**config.mk**
```make
export PLATFORM = sky130hd
export DESIGN_NAME = sprite_frame_sequencer
export DESIGN_NICKNAME = d
export VERILOG_FILES = /design/src/hw/rtl/sfs_pkg.sv /design/src/hw/rtl/sfs_ram.sv /design/src/hw/rtl/sprite_frame_sequencer.sv
export SDC_FILE = /design/constraint.sdc
export NUM_CORES = 1
export LEC_CHECK = 0
export ABC_AREA = 0
export BUFFER_PORTS_ARGS = -buffer_cell sky130_fd_sc_hd__buf_2
export CAP_MARGIN = 20
export CORE_MARGIN = 2
export CORE_UTILIZATION = 33
export DETAILED_ROUTE_END_ITERATION = 6
export GPL_TIMING_DRIVEN = 0
export PLACE_DENSITY = 0.44
export SETUP_SLACK_MARGIN = 0.1
export SYNTH_ARGS = -nofsm -noshare
export SYNTH_HDL_FRONTEND = slang
export SYNTH_SLANG_ARGS = --single-unit
export TNS_END_PERCENT = 30
```
**constraint.sdc**
```tcl
create_clock -name clk -period 6.1 [get_ports clk]
set_clock_uncertainty 0.15 [all_clocks]
set_input_delay 1.22 -clock clk [delete_from_list [all_inputs] [get_ports clk]]
set_output_delay 1.22 -clock clk [all_outputs]
set_load 0.03 [all_outputs]
```
**src/hw/rtl/sfs_pkg.sv**
```systemverilog
package sfs_pkg;

    // One input word: an action and the operands that the action uses.
    typedef struct packed {
        logic [2:0] action;
        logic [15:0] elapsed;
        logic [3:0] entry_index;
        logic [7:0] entry_duration;
        logic [7:0] entry_frame;
        logic [1:0] new_mode;
    } item_t;

    // One result word: the visible play state after the action.
    typedef struct packed {
        logic [7:0] frame_out;
        logic [3:0] step_out;
        logic [1:0] mode_out;
        logic overrun;
    } result_t;

    // One step table entry as it sits in the table memory.
    typedef struct packed {
        logic [7:0] duration;
        logic [7:0] frame;
    } entry_t;

    localparam logic [2:0] ACT_TICK = 3'd0;
    localparam logic [2:0] ACT_LOAD = 3'd1;
    localparam logic [2:0] ACT_RESTART = 3'd2;
    localparam logic [2:0] ACT_SET_MODE = 3'd3;
    localparam logic [2:0] ACT_SET_FRAME = 3'd4;

    localparam logic [1:0] MODE_NONE = 2'd0;
    localparam logic [1:0] MODE_ONCE = 2'd1;
    localparam logic [1:0] MODE_LOOP = 2'd2;
    localparam logic [1:0] MODE_STOPPED = 2'd3;

    localparam logic [1:0] CFG_STEP_COUNT = 2'd0;
    localparam logic [1:0] CFG_FIRST_STEP = 2'd1;
    localparam logic [1:0] CFG_SPEED = 2'd2;

    localparam logic [4:0] STEP_COUNT_RESET = 5'd1;
    localparam logic [15:0] SPEED_RESET = 16'd4096;

    localparam logic signed [31:0] TIME_MAX = 32'sh7FFF_FFFF;
    localparam logic signed [31:0] TIME_MIN = 32'sh8000_0000;

    // Datapath operation selected by a control word.
    typedef enum logic [3:0] {
        OP_NOP = 4'd0,
        OP_SUB = 4'd1,
        OP_ADVANCE = 4'd2,
        OP_MUL = 4'd3,
        OP_ADD = 4'd4,
        OP_EMIT = 4'd5,
        OP_FRAME_RD = 4'd6,
        OP_FRAME_LD = 4'd7,
        OP_RESTART = 4'd8,
        OP_LOAD = 4'd9,
        OP_SET_MODE = 4'd10,
        OP_SET_FRAME = 4'd11
    } op_t;

    // How the step counter moves after a control word.
    typedef enum logic [2:0] {
        SEQ_NEXT = 3'd0,
        SEQ_GOTO = 3'd1,
        SEQ_DISPATCH = 3'd2,
        SEQ_IF_NO_WALK = 3'd3,
        SEQ_IF_TICK = 3'd4
    } seq_t;

    typedef logic [3:0] upc_t;

    localparam upc_t UA_IDLE = 4'd0;
    localparam upc_t UA_SUB = 4'd1;
    localparam upc_t UA_TEST = 4'd2;
    localparam upc_t UA_MUL = 4'd3;
    localparam upc_t UA_ADD = 4'd4;
    localparam upc_t UA_EMIT = 4'd5;
    localparam upc_t UA_FRAME_RD = 4'd6;
    localparam upc_t UA_FRAME_LD = 4'd7;
    localparam upc_t UA_RESTART = 4'd8;
    localparam upc_t UA_LOAD = 4'd9;
    localparam upc_t UA_SET_MODE = 4'd10;
    localparam upc_t UA_SET_FRAME = 4'd11;

    typedef struct packed {
        op_t op;
        seq_t seq;
        upc_t target;
    } uword_t;

    // Control store. The advance walk is TEST, MUL, ADD repeated; restart
    // shares MUL and ADD and leaves ADD toward EMIT instead of TEST.
    function automatic uword_t ucode(input upc_t addr);
        uword_t w;
        w = '{op: OP_NOP, seq: SEQ_GOTO, target: UA_IDLE};
        unique case (addr)
            UA_IDLE: w = '{op: OP_NOP, seq: SEQ_DISPATCH, target: UA_IDLE};
            UA_SUB: w = '{op: OP_SUB, seq: SEQ_NEXT, target: UA_IDLE};
            UA_TEST: w = '{op: OP_ADVANCE, seq: SEQ_IF_NO_WALK, target: UA_FRAME_RD};
            UA_MUL: w = '{op: OP_MUL, seq: SEQ_NEXT, target: UA_IDLE};
            UA_ADD: w = '{op: OP_ADD, seq: SEQ_IF_TICK, target: UA_TEST};
            UA_EMIT: w = '{op: OP_EMIT, seq: SEQ_GOTO, target: UA_IDLE};
            UA_FRAME_RD: w = '{op: OP_FRAME_RD, seq: SEQ_NEXT, target: UA_IDLE};
            UA_FRAME_LD: w = '{op: OP_FRAME_LD, seq: SEQ_GOTO, target: UA_EMIT};
            UA_RESTART: w = '{op: OP_RESTART, seq: SEQ_GOTO, target: UA_MUL};
            UA_LOAD: w = '{op: OP_LOAD, seq: SEQ_GOTO, target: UA_EMIT};
            UA_SET_MODE: w = '{op: OP_SET_MODE, seq: SEQ_GOTO, target: UA_EMIT};
            UA_SET_FRAME: w = '{op: OP_SET_FRAME, seq: SEQ_GOTO, target: UA_EMIT};
            default: w = '{op: OP_NOP, seq: SEQ_GOTO, target: UA_IDLE};
        endcase
        return w;
    endfunction

endpackage

```
**src/hw/rtl/sfs_ram.sv**
```systemverilog
// Simple dual-port RAM with one write port and a registered read port.
module sfs_ram #(
    parameter int WIDTH = 16,
    parameter int DEPTH = 16
) (
    input logic clk,
    input logic wr_en,
    input logic [$clog2(DEPTH)-1:0] wr_addr,
    input logic [WIDTH-1:0] wr_data,
    input logic rd_en,
    input logic [$clog2(DEPTH)-1:0] rd_addr,
    output logic [WIDTH-1:0] rd_data
);

    logic [WIDTH-1:0] mem [DEPTH];

    always_ff @(posedge clk)
    begin
        if (wr_en)
        begin
            mem[wr_addr] <= wr_data;
        end
        if (rd_en)
        begin
            rd_data <= mem[rd_addr];
        end
    end

endmodule

```
**src/hw/rtl/sprite_frame_sequencer.sv**
```systemverilog
// Sprite animation frame sequencer. A word given on item with start high while
// busy is low is taken at that clock edge; busy then stays high until the word
// is done. Every word gives exactly one result word on result, shown for one
// cycle with result_valid high; the receiver cannot stall it, so it must take
// every result in that cycle. A new word can be given in the same cycle as the
// result strobe. A tick in once or loop mode makes one pass of the microcode walk
// for each step advance in that tick (at most MAX_ADVANCE advances): each pass
// goes through a step table read, a duration times speed multiply and a saturating
// add, all through the single read port of the step table. A restart reads its
// first step and runs the multiply and the add before its result; a tick in none
// or stopped mode and an unused action go straight to the result, and a load, a
// set mode or a set frame does its write first.
// Configuration is written on the cfg channel, which is always ready, and
// must only be written while the block is idle.
module sprite_frame_sequencer #(
    parameter int MAX_STEPS = 16,
    parameter int MAX_ADVANCE = 16
) (
    input logic clk,
    input logic rst_n,
    input logic start,
    output logic busy,
    input sfs_pkg::item_t item,
    output logic result_valid,
    output sfs_pkg::result_t result,
    input logic cfg_valid,
    output logic cfg_ready,
    input logic [1:0] cfg_index,
    input logic [15:0] cfg_data
);

    localparam int AW = $clog2(MAX_STEPS);
    localparam int NW = $clog2(MAX_ADVANCE + 1);

    // Configuration registers.
    logic [4:0] step_count_reg;
    logic [3:0] first_step_reg;
    logic [15:0] speed_reg;

    // Microcode sequencer.
    sfs_pkg::upc_t upc_reg, upc_next;
    sfs_pkg::uword_t uw;

    // Play state and working registers.
    sfs_pkg::item_t item_reg;
    logic [3:0] step_reg, step_next;
    logic signed [31:0] time_left_reg, time_left_next;
    logic [1:0] mode_reg, mode_next;
    logic [7:0] shown_reg, shown_next;
    logic ovr_reg, ovr_next;
    logic [NW-1:0] walk_cnt_reg, walk_cnt_next;
    logic [23:0] prod_reg;
    logic [23:0] prod_next;
    logic result_valid_reg;
    sfs_pkg::result_t result_reg;

    // Step table port signals.
    logic tbl_wr_en;
    logic [AW-1:0] tbl_wr_addr;
    sfs_pkg::entry_t tbl_wr_data;
    logic tbl_rd_en;
    logic [AW-1:0] tbl_rd_addr;
    sfs_pkg::entry_t tbl_rd_data;

    // Datapath helpers.
    logic accept;
    logic is_tick;
    logic expired;
    logic walk;
    logic looping;
    logic [4:0] count_eff;
    logic [4:0] step_inc;
    logic wrap;
    logic [3:0] adv_step;
    logic [3:0] restart_step;
    logic load_in_range;
    logic signed [32:0] sum_add;
    logic signed [32:0] sum_sub;
    sfs_pkg::upc_t dispatch_target;

    assign uw = sfs_pkg::ucode(upc_reg);
    assign busy = (upc_reg != sfs_pkg::UA_IDLE);
    assign accept = start && !busy;
    assign cfg_ready = 1'b1;
    assign result_valid = result_valid_reg;
    assign result = result_reg;

    // The step count is clamped to the table: zero acts as one.
    always_comb
    begin
        if (step_count_reg == 5'd0)
        begin
            count_eff = 5'd1;
        end
        else if ({4'd0, step_count_reg} > 9'(MAX_STEPS))
        begin
            count_eff = 5'(MAX_STEPS);
        end
        else
        begin
            count_eff = step_count_reg;
        end
    end

    assign is_tick = (item_reg.action == sfs_pkg::ACT_TICK);
    assign expired = (time_left_reg <= 32'sd0);
    assign walk = expired && (walk_cnt_reg < NW'(MAX_ADVANCE));
    assign looping = (mode_reg == sfs_pkg::MODE_LOOP);

    // Next step of an advance: wrap to zero when looping, otherwise hold
    // the last step and stop.
    assign step_inc = {1'b0, step_reg} + 5'd1;
    assign wrap = (step_inc >= count_eff);
    assign adv_step = wrap ? (looping ? 4'd0 : step_reg) : step_inc[3:0];

    assign restart_step = ({5'd0, first_step_reg} < 9'(MAX_STEPS)) ? first_step_reg : 4'd0;
    assign load_in_range = ({5'd0, item_reg.entry_index} < 9'(MAX_STEPS));

    // Time arithmetic is done one bit wider and saturated to 32 bits. The
    // reload only adds a non-negative product and the tick only subtracts, so
    // each side can only overflow in one direction.
    assign sum_add = {time_left_reg[31], time_left_reg} + {9'd0, prod_reg};
    assign sum_sub = {time_left_reg[31], time_left_reg} - {17'd0, item_reg.elapsed};

    // Entry point for a newly accepted word.
    always_comb
    begin
        unique case (item.action)
            sfs_pkg::ACT_TICK:
            begin
                if (mode_reg == sfs_pkg::MODE_ONCE || mode_reg == sfs_pkg::MODE_LOOP)
                begin
                    dispatch_target = sfs_pkg::UA_SUB;
                end
                else
                begin
                    dispatch_target = sfs_pkg::UA_EMIT;
                end
            end
            sfs_pkg::ACT_LOAD: dispatch_target = sfs_pkg::UA_LOAD;
            sfs_pkg::ACT_RESTART: dispatch_target = sfs_pkg::UA_RESTART;
            sfs_pkg::ACT_SET_MODE: dispatch_target = sfs_pkg::UA_SET_MODE;
            sfs_pkg::ACT_SET_FRAME: dispatch_target = sfs_pkg::UA_SET_FRAME;
            default: dispatch_target = sfs_pkg::UA_EMIT;
        endcase
    end

    // Step counter.
    always_comb
    begin
        unique case (uw.seq)
            sfs_pkg::SEQ_NEXT: upc_next = upc_reg + 4'd1;
            sfs_pkg::SEQ_GOTO: upc_next = uw.target;
            sfs_pkg::SEQ_DISPATCH: upc_next = accept ? dispatch_target : upc_reg;
            sfs_pkg::SEQ_IF_NO_WALK: upc_next = walk ? (upc_reg + 4'd1) : uw.target;
            sfs_pkg::SEQ_IF_TICK: upc_next = is_tick ? uw.target : (upc_reg + 4'd1);
            default: upc_next = sfs_pkg::UA_IDLE;
        endcase
    end

    // Datapath driven by the current control word.
    always_comb
    begin
        step_next = step_reg;
        time_left_next = time_left_reg;
        mode_next = mode_reg;
        shown_next = shown_reg;
        ovr_next = ovr_reg;
        walk_cnt_next = walk_cnt_reg;
        prod_next = prod_reg;
        tbl_wr_en = 1'b0;
        tbl_wr_addr = AW'(item_reg.entry_index);
        tbl_wr_data = '{duration: item_reg.entry_duration, frame: item_reg.entry_frame};
        tbl_rd_en = 1'b0;
        tbl_rd_addr = AW'(step_reg);

        if (accept)
        begin
            ovr_next = 1'b0;
        end

        unique case (uw.op)
            sfs_pkg::OP_NOP:
            begin
            end
            sfs_pkg::OP_SUB:
            begin
                time_left_next = (sum_sub[32:31] == 2'b10) ? sfs_pkg::TIME_MIN : sum_sub[31:0];
                walk_cnt_next = '0;
            end
            sfs_pkg::OP_ADVANCE:
            begin
                if (walk)
                begin
                    step_next = adv_step;
                    if (wrap && !looping)
                    begin
                        mode_next = sfs_pkg::MODE_STOPPED;
                    end
                    walk_cnt_next = walk_cnt_reg + NW'(1);
                    tbl_rd_en = 1'b1;
                    tbl_rd_addr = AW'(adv_step);
                end
            end
            sfs_pkg::OP_MUL:
            begin
                prod_next = {16'd0, tbl_rd_data.duration} * {8'd0, speed_reg};
            end
            sfs_pkg::OP_ADD:
            begin
                time_left_next = (sum_add[32:31] == 2'b01) ? sfs_pkg::TIME_MAX : sum_add[31:0];
            end
            sfs_pkg::OP_EMIT:
            begin
            end
            sfs_pkg::OP_FRAME_RD:
            begin
                tbl_rd_en = 1'b1;
            end
            sfs_pkg::OP_FRAME_LD:
            begin
                shown_next = tbl_rd_data.frame;
                ovr_next = expired;
            end
            sfs_pkg::OP_RESTART:
            begin
                step_next = restart_step;
                tbl_rd_en = 1'b1;
                tbl_rd_addr = AW'(restart_step);
            end
            sfs_pkg::OP_LOAD:
            begin
                tbl_wr_en = load_in_range;
            end
            sfs_pkg::OP_SET_MODE:
            begin
                mode_next = item_reg.new_mode;
            end
            sfs_pkg::OP_SET_FRAME:
            begin
                shown_next = item_reg.entry_frame;
            end
            default:
            begin
            end
        endcase
    end

    always_ff @(posedge clk or negedge rst_n)
    begin
        if (!rst_n)
        begin
            upc_reg <= sfs_pkg::UA_IDLE;
            step_reg <= 4'd0;
            time_left_reg <= 32'sd0;
            mode_reg <= sfs_pkg::MODE_NONE;
            shown_reg <= 8'd0;
            ovr_reg <= 1'b0;
            walk_cnt_reg <= '0;
            result_valid_reg <= 1'b0;
            step_count_reg <= sfs_pkg::STEP_COUNT_RESET;
            first_step_reg <= 4'd0;
            speed_reg <= sfs_pkg::SPEED_RESET;
        end
        else
        begin
            upc_reg <= upc_next;
            step_reg <= step_next;
            time_left_reg <= time_left_next;
            mode_reg <= mode_next;
            shown_reg <= shown_next;
            ovr_reg <= ovr_next;
            walk_cnt_reg <= walk_cnt_next;
            result_valid_reg <= (uw.op == sfs_pkg::OP_EMIT);
            if (cfg_valid && cfg_ready)
            begin
                unique case (cfg_index)
                    sfs_pkg::CFG_STEP_COUNT: step_count_reg <= cfg_data[4:0];
                    sfs_pkg::CFG_FIRST_STEP: first_step_reg <= cfg_data[3:0];
                    sfs_pkg::CFG_SPEED: speed_reg <= cfg_data;
                    default:
                    begin
                    end
                endcase
            end
        end
    end

    // Payload registers: the captured word, the product and the result.
    always_ff @(posedge clk)
    begin
        if (accept)
        begin
            item_reg <= item;
        end
        prod_reg <= prod_next;
        if (uw.op == sfs_pkg::OP_EMIT)
        begin
            result_reg <= '{frame_out: shown_reg, step_out: step_reg,
                            mode_out: mode_reg, overrun: ovr_reg};
        end
    end

    // Step table: duration and frame of each step side by side.
    sfs_ram #(
        .WIDTH($bits(sfs_pkg::entry_t)),
        .DEPTH(MAX_STEPS)
    ) u_step_table (
        .clk(clk),
        .wr_en(tbl_wr_en),
        .wr_addr(tbl_wr_addr),
        .wr_data(tbl_wr_data),
        .rd_en(tbl_rd_en),
        .rd_addr(tbl_rd_addr),
        .rd_data(tbl_rd_data)
    );

endmodule

```
==> metrics.md, run 1 <==
| Metric | Value |
|---|---|
| ANT nets after route | 0 |
| Initial antenna violation count | 4 |
| EDFF count, synth | between 300 and 400 |
| Clk sink count | 434 |
| Post-synthesis sequential area ratio | about 54% |
| Status | finished clean |
| Avg Cell Area, Syn | between 10 and 15 µm² |
| Cell Rows | 97 |
| Detailed Route WL | about 63,000 µm |
| Hpwl dp | around 47,000 µm |
| Filler instances | between 6,000 and 7,000 |
| Die area | 0.0733 mm² |
| Mux cell area share after synthesis | a little under 6% |
| Area Overhead vs Synth | 15.4% |
| Dpl ws | roughly 0.24 ns |
| Yosys top cell area share | between 40% and 50% |
| Yosys warning count | 0 |
| Final min period | between 5 and 6 ns |
| Max FO, Critical Path | 10 |
| Count of final hold-check violations | 0 |
| Clock Latency Late Sink | about 0.62 ns |
| Starting Density | 33.4% |
| Global Route Usage Sum | between 15 and 20% |
| Max cap viols | 0 |
| Setup TNS | 0 ns |
| Commonest cells after routing, fill and taps aside | 352 x edfxtp_1, 141 x nand2_1, 137 x inv_1, 118 x and2_1, 106 x mux2i_1 |
| Max reg flops | approximately 260 |
| Die H | approximately 270 µm |
| Hold WC Path Type | reg2reg |
| Net count after synthesis | between 2,000 and 2,500 |
| Post-Synthesis Cell Area | between 0.02 and 0.025 mm² |
| Num CTS Buffers | slightly above 50 |
| Core ar. | between 0.07 and 0.08 mm² |
| Clock root cell | clkbuf_16 |
| Largest net degree at the start of global routing | between 50 and 60 |
| First-pass DRT Iterations | 5 |
| Worst r2r path cells | 18 |
| Synthesized flop and latch total | ~430 |
| Ys flop type | edfxtp_1 |
| Synth async-reset ratio | roughly a fifth |
| 1st-iter DRT viols | 1,117 |
| CTS H-tree depth | 2 |
| CTS tree | built |
| Synth Area in Adders | around an eighth |
| Pins over their slew limit | 0 |
| DRC | 0 |
| Crit share post-route | 92.9% |
| Rel. slew slack | around 36% |
| Post-Synth XOR/XNOR Area | around 2.3% |
| Maximum buffer depth of the clock tree | 3 |
| Share of layout cells above drive strength 1 | between 10 and 15% |
| Synth top area cells | edfxtp_1 45%, dfrtp_1 8.5%, fa_1 7.3% |
| DR WL/cell | between 20 and 25 µm |
| Postcts setup bufs | 0 |
| GR Util met2 | between 30% and 40% |
| Die Width | between 200 and 300 µm |
| Via/cell ratio | between 5 and 6 |
| PortBufs | 79 |
| Final setup fails | 0 |
| Cell depth of the worst hold path | 0 |
| Routing usage on met3 | ~2.7% |
| Commonest non-fill, non-tap cell in the layout | edfxtp_1 |
| Final RePlAce weighted congestion | 0.823 |
| Number of distinct library cells after synthesis | 92 |
| Yosys top cell by area | edfxtp_1 |
| Synth Area in Simple Gates | between 10% and 20% |
| Crit end category | register |
| Synth Area in Compound Gates | 10.5% |
| RSZ-0062 raised after global routing | no |
| Tightest Pin Transition | ~0.95 ns |
| Critical Path RT | roughly 6.3 ns |
| Setup ws final | ~0.43 ns |
| # IOs | 81 |
| Setup CP Type | reg2reg |
| First-pass GRT wire length | 95,800 µm |
| Top Usage Layer GRT | met2 |
| Vias in the first global route | approximately 16,000 |
| Post-Synthesis Cells | approximately 1,900 |
| Worst Path Arrival | roughly 5.8 ns |
| Reg clk slew, reported paths | 0.06 ns |
| Via count | about 15,000 |
| Fmax | roughly 180 MHz |
| Nets | between 2,000 and 2,500 |
| Met1 Use GR | a little over a fifth |
| Main combinational cell family by area after synthesis | adder cells |
| Critical path startpoint category | register |
| Global route total overflow | 0 |
==> metrics by stage <==
stage                     hold WS [ns]  cell area, µm²  utilization, %  instances
after detailed placement         0.287           25400            36.2       2890
after CTS                        0.301           27100            38.5       2982
final                            0.299           27100            38.6       2983
after floorplan                  0.275           23500               -       1850
after global placement           0.286           25000            35.6       2869
after global routing             0.319           27100            38.6       2982
==> worst max-delay path, cell delays in order, from the launching register on <==
cell	delay [ns]
edfxtp_1	0.57
clkbuf_1	0.50
nand2_1	0.15
fa_1	0.50
fa_1	0.55
inv_1	0.05
fa_1	0.47
inv_1	0.05
fa_1	0.47
inv_1	0.04
ha_1	0.32
o21ai_0	0.12
o21ai_0	0.17
o311a_1	0.25
a41o_1	0.27
o41ai_2	0.11
o2111ai_1	0.24
o311ai_0	0.20
xnor2_1	0.16
==> final timing paths <==
check                           slack, ns                            end                          startpoint
worst max-delay path                 0.43         prod_reg[22]$_DFFE_PN_  u_step_table.rd_data[11]$_DFFE_PP_
worst min-delay path                 0.30            result[7]$_DFFE_PP_            shown_reg[0]$_DFFE_PN0P_
worst max register to register       0.43         prod_reg[22]$_DFFE_PN_  u_step_table.rd_data[11]$_DFFE_PP_
worst min register to register       0.30            result[7]$_DFFE_PP_            shown_reg[0]$_DFFE_PN0P_
max in group asynchronous            4.62  step_count_reg[0]$_DFFE_PN1P_                               rst_n
min in group asynchronous            0.42  time_left_reg[31]$_DFFE_PN0P_                               rst_n
==> Yosys cell counts, types with 18 or more instances <==
| cell type | number |
|---|---|
| mux2_2 | 25 |
| fa_1 | 86 |
| a21oi_1 | 62 |
| and4_1 | 18 |
| xnor2_1 | 34 |
| a21o_1 | 18 |
| mux2i_1 | 106 |
| xor2_1 | 28 |
| nand2_1 | 141 |
| dfrtp_1 | 80 |
| nor2_1 | 77 |
| ha_1 | 100 |
| nand3_1 | 30 |
| nor3_1 | 30 |
| o211ai_1 | 22 |
| o21ai_0 | 42 |
| and2_1 | 118 |
| clkbuf_1 | 26 |
| edfxtp_1 | 352 |
| inv_1 | 137 |
| a32oi_1 | 67 |
==> cells by family (layout without fill, tap and decap cells) <==
group | count (synthesis) | in the layout
DFF | 434 | 434
AOI/OAI and AO/OA | 332 | 332
and+or+nand+nor | 504 | 504
other | 1 | 2
adders and majority gates | 186 | 186
buffers and inverters | 199 | 391
xor gates and xnor gates | 62 | 62
muxes | 132 | 132
==> what timing repair did <==
item / 4_1_cts / 5_1_grt
gates resized for setup: 0 / 7
hold buffers: 0 / 0
endpoints found under the hold margin: 0 / 0
endpoints found under the setup margin: 0 / 3
==> layer usage <==
metal	wire (µm)	part of all wire [%]
met4	1580	2.5
met1	26100	42
met5	41	0.065
met3	2760	4.4
met2	32200	51
==> final cells by class <==
type	instances	area, µm²	share of cell area (%)
Tap cell	940	1180	4.34
Inverter	139	522	1.93
Timing Repair Buffer	100	701	2.59
Multi-Input combinational cell	1217	10100	37.2
Clock inverter	28	322	1.19
Buffer	60	315	1.16
Sequential cell	434	12600	46.6
Clock buffer	64	1360	5.00
Antenna cell	1	2.50	0.00923
Power of run 1 is left out: the tool's default activity adds up to more than one toggle a clock period on the data nets, which glitch-free logic cannot reach.
==> inputs of run 2 (changes only) <==
--- a/config.mk
+++ b/config.mk
@@ -8,7 +8,7 @@
 export ABC_AREA = 0
 export BUFFER_PORTS_ARGS = -buffer_cell sky130_fd_sc_hd__buf_2
 export CAP_MARGIN = 20
-export CORE_MARGIN = 2
+export CORE_MARGIN = 4
 export CORE_UTILIZATION = 33
 export DETAILED_ROUTE_END_ITERATION = 6
 export GPL_TIMING_DRIVEN = 0
==> metrics.md, run 2 (same netlist as run 1, synthesis figures left out) <==
| Metric | Value |
|---|---|
| Clock Latency Late Sink | approximately 0.6 ns |
| Share of layout cells above drive strength 1 | between 10% and 20% |
| Via count | ~15,000 |
| Postcts setup bufs | 0 |
| Die area | between 0.07 and 0.08 mm² |
| Worst path cell trace | clkbuf_1 -> and2_1 -> fa_1 -> fa_1 -> fa_1 -> inv_1 -> fa_1 -> inv_1 -> ha_1 -> a21o_1 -> a21oi_1 -> o21ai_0 -> a41o_1 -> o41ai_2 -> o2111ai_1 -> o311ai_0 -> xnor2_1 |
| DRC | 0 |
| CTS H-tree depth | 2 |
| Fmax | between 150 and 200 MHz |
| Max reg flops | about 260 |
| Die H | around 270 µm |
| Cell Rows | 97 |
| Slowest stage delay, CP | ~0.53 ns |
| Min-Delay Endpoint | result[8]$_DFFE_PP_ |
| Slowest cell on crit path | edfxtp_1 |
| Status | finished clean |
| Final min period | around 5.6 ns |
| Max FO, Critical Path | 10 |
| Area Overhead vs Synth | 15.5% |
| DR WL/cell | about 21 µm |
| R2r startpoint | u_step_table.rd_data[13]$_DFFE_PP_ |
| First-pass GRT wire length | a little under 100,000 µm |
| Count of final hold-check violations | 0 |
| Vias in the first global route | approximately 16,000 |
| Commonest non-fill, non-tap cell in the layout | edfxtp_1 |
| Commonest cells after routing, fill and taps aside | 352 x edfxtp_1, 141 x nand2_1, 137 x inv_1, 118 x and2_1, 106 x mux2i_1 |
| Clk sink count | approximately 430 |
| Worst r2r path cells | 17 |
| Nets | roughly 2,300 |
| Hold Startpoint | shown_reg[1]$_DFFE_PN0P_ |
| 1st-iter DRT viols | between 800 and 900 |
| Global Route Usage Sum | approximately 17% |
| Maximum buffer depth of the clock tree | 3 |
| Pins over their slew limit | 0 |
| Clock root cell | clkbuf_16 |
| Crit path buf inv count | 3 |
| Via/cell ratio | between 5 and 6 |
| # IOs | slightly above 80 |
| Reg clk slew, reported paths | about 0.050 ns |
| Setup CP Type | reg2reg |
| First-pass DRT Iterations | 5 |
| Detailed Route WL | approximately 63,000 µm |
| Critical path startpoint category | register |
| Setup TNS | 0 ns |
| ANT nets after route | 0 |
| RSZ-0062 raised after global routing | no |
| Hold buffers post-CTS | 0 |
| Crit share post-route | between 90% and 100% |
| Num CTS Buffers | 52 |
| Rel. slew slack | 32.2% |
| Cell depth of the worst hold path | 0 |
| CTS tree | built |
| Core ar. | 0.0703 mm² |
| FF-to-FF End | prod_reg[22]$_DFFE_PN_ |
| Global route total overflow | 0 |
| Die Width | between 200 and 300 µm |
| Worst reg2reg setup slack | 0.48 ns |
| Final setup fails | 0 |
| Initial antenna violation count | 4 |
| Critical Path RT | around 6.3 ns |
| Starting Density | approximately 33% |
| Hpwl dp | about 47,000 µm |
| Most frequent CP cell | fa_1 |
| DP Area | between 0.02 and 0.03 mm² |
| Final Cell Area | 0.0271 mm² |
| Worst Path Arrival | around 5.8 ns |
| Hold Slack | 0.301 ns |
| Max cap viols | 0 |
| Hold WC Path Type | reg2reg |
| Crit end category | register |
| PortBufs | slightly below 80 |
| Filler instances | 6,726 |
| Final core utilization | about two fifths |
| Tightest Pin Transition | slightly above 1 ns |
| Critical path's top delay family | adder cells |
| Final RePlAce weighted congestion | ~0.83 |
| # resized after CTS | 0 |
| Largest net degree at the start of global routing | 57 |
[run 2: layer usage]
layer	GRT usage, %	routed length, µm	vias to the layer above
li1	-	-	7149
met2	30.2	32700	240
met3	2.82	2280	92
met1	21.1	26900	7703
met4	4.05	1320	4
met5	0	27	-
[run 2: worst max path at each step]
stage,start,endpoint,slack (ns),cells after the start
2_1_floorplan,u_step_table.rd_data[13]$_DFFE_PP_,prod_reg[22]$_DFFE_PN_,1.17,17
3_3_place_gp,u_step_table.rd_data[14]$_DFFE_PP_,prod_reg[22]$_DFFE_PN_,0.26,17
3_5_place_dp,u_step_table.rd_data[14]$_DFFE_PP_,prod_reg[22]$_DFFE_PN_,0.22,17
4_1_cts,u_step_table.rd_data[14]$_DFFE_PP_,prod_reg[22]$_DFFE_PN_,0.18,17
5_1_grt,u_step_table.rd_data[13]$_DFFE_PP_,prod_reg[22]$_DFFE_PN_,0.12,17
6_report,u_step_table.rd_data[13]$_DFFE_PP_,prod_reg[22]$_DFFE_PN_,0.48,17
[run 2: per-stage QoR]
| stage | instances | setup WS (ns) |
|---|---|---|
| 2_1_floorplan | 1850 | 1.17 |
| 3_3_place_gp | 2869 | 0.260 |
| 3_5_place_dp | 2889 | 0.221 |
| 4_1_cts | 2980 | 0.183 |
| 5_1_grt | 2980 | 0.125 |
| 6_report | 2983 | 0.478 |
[run 2: area by class of cell]
cell class	count	area [µm²]	area share (%)
inverters	139	522	1.92
well taps	940	1180	4.34
plain buffers	60	313	1.15
clock inverters	25	264	0.974
clock buffers	66	1400	5.15
flip-flops and latches	434	12600	46.6
repair buffers	99	727	2.68
multi-input cells	1217	10100	37.2
diodes	3	7.51	0.0277
Power of run 2 is left out for the same reason.
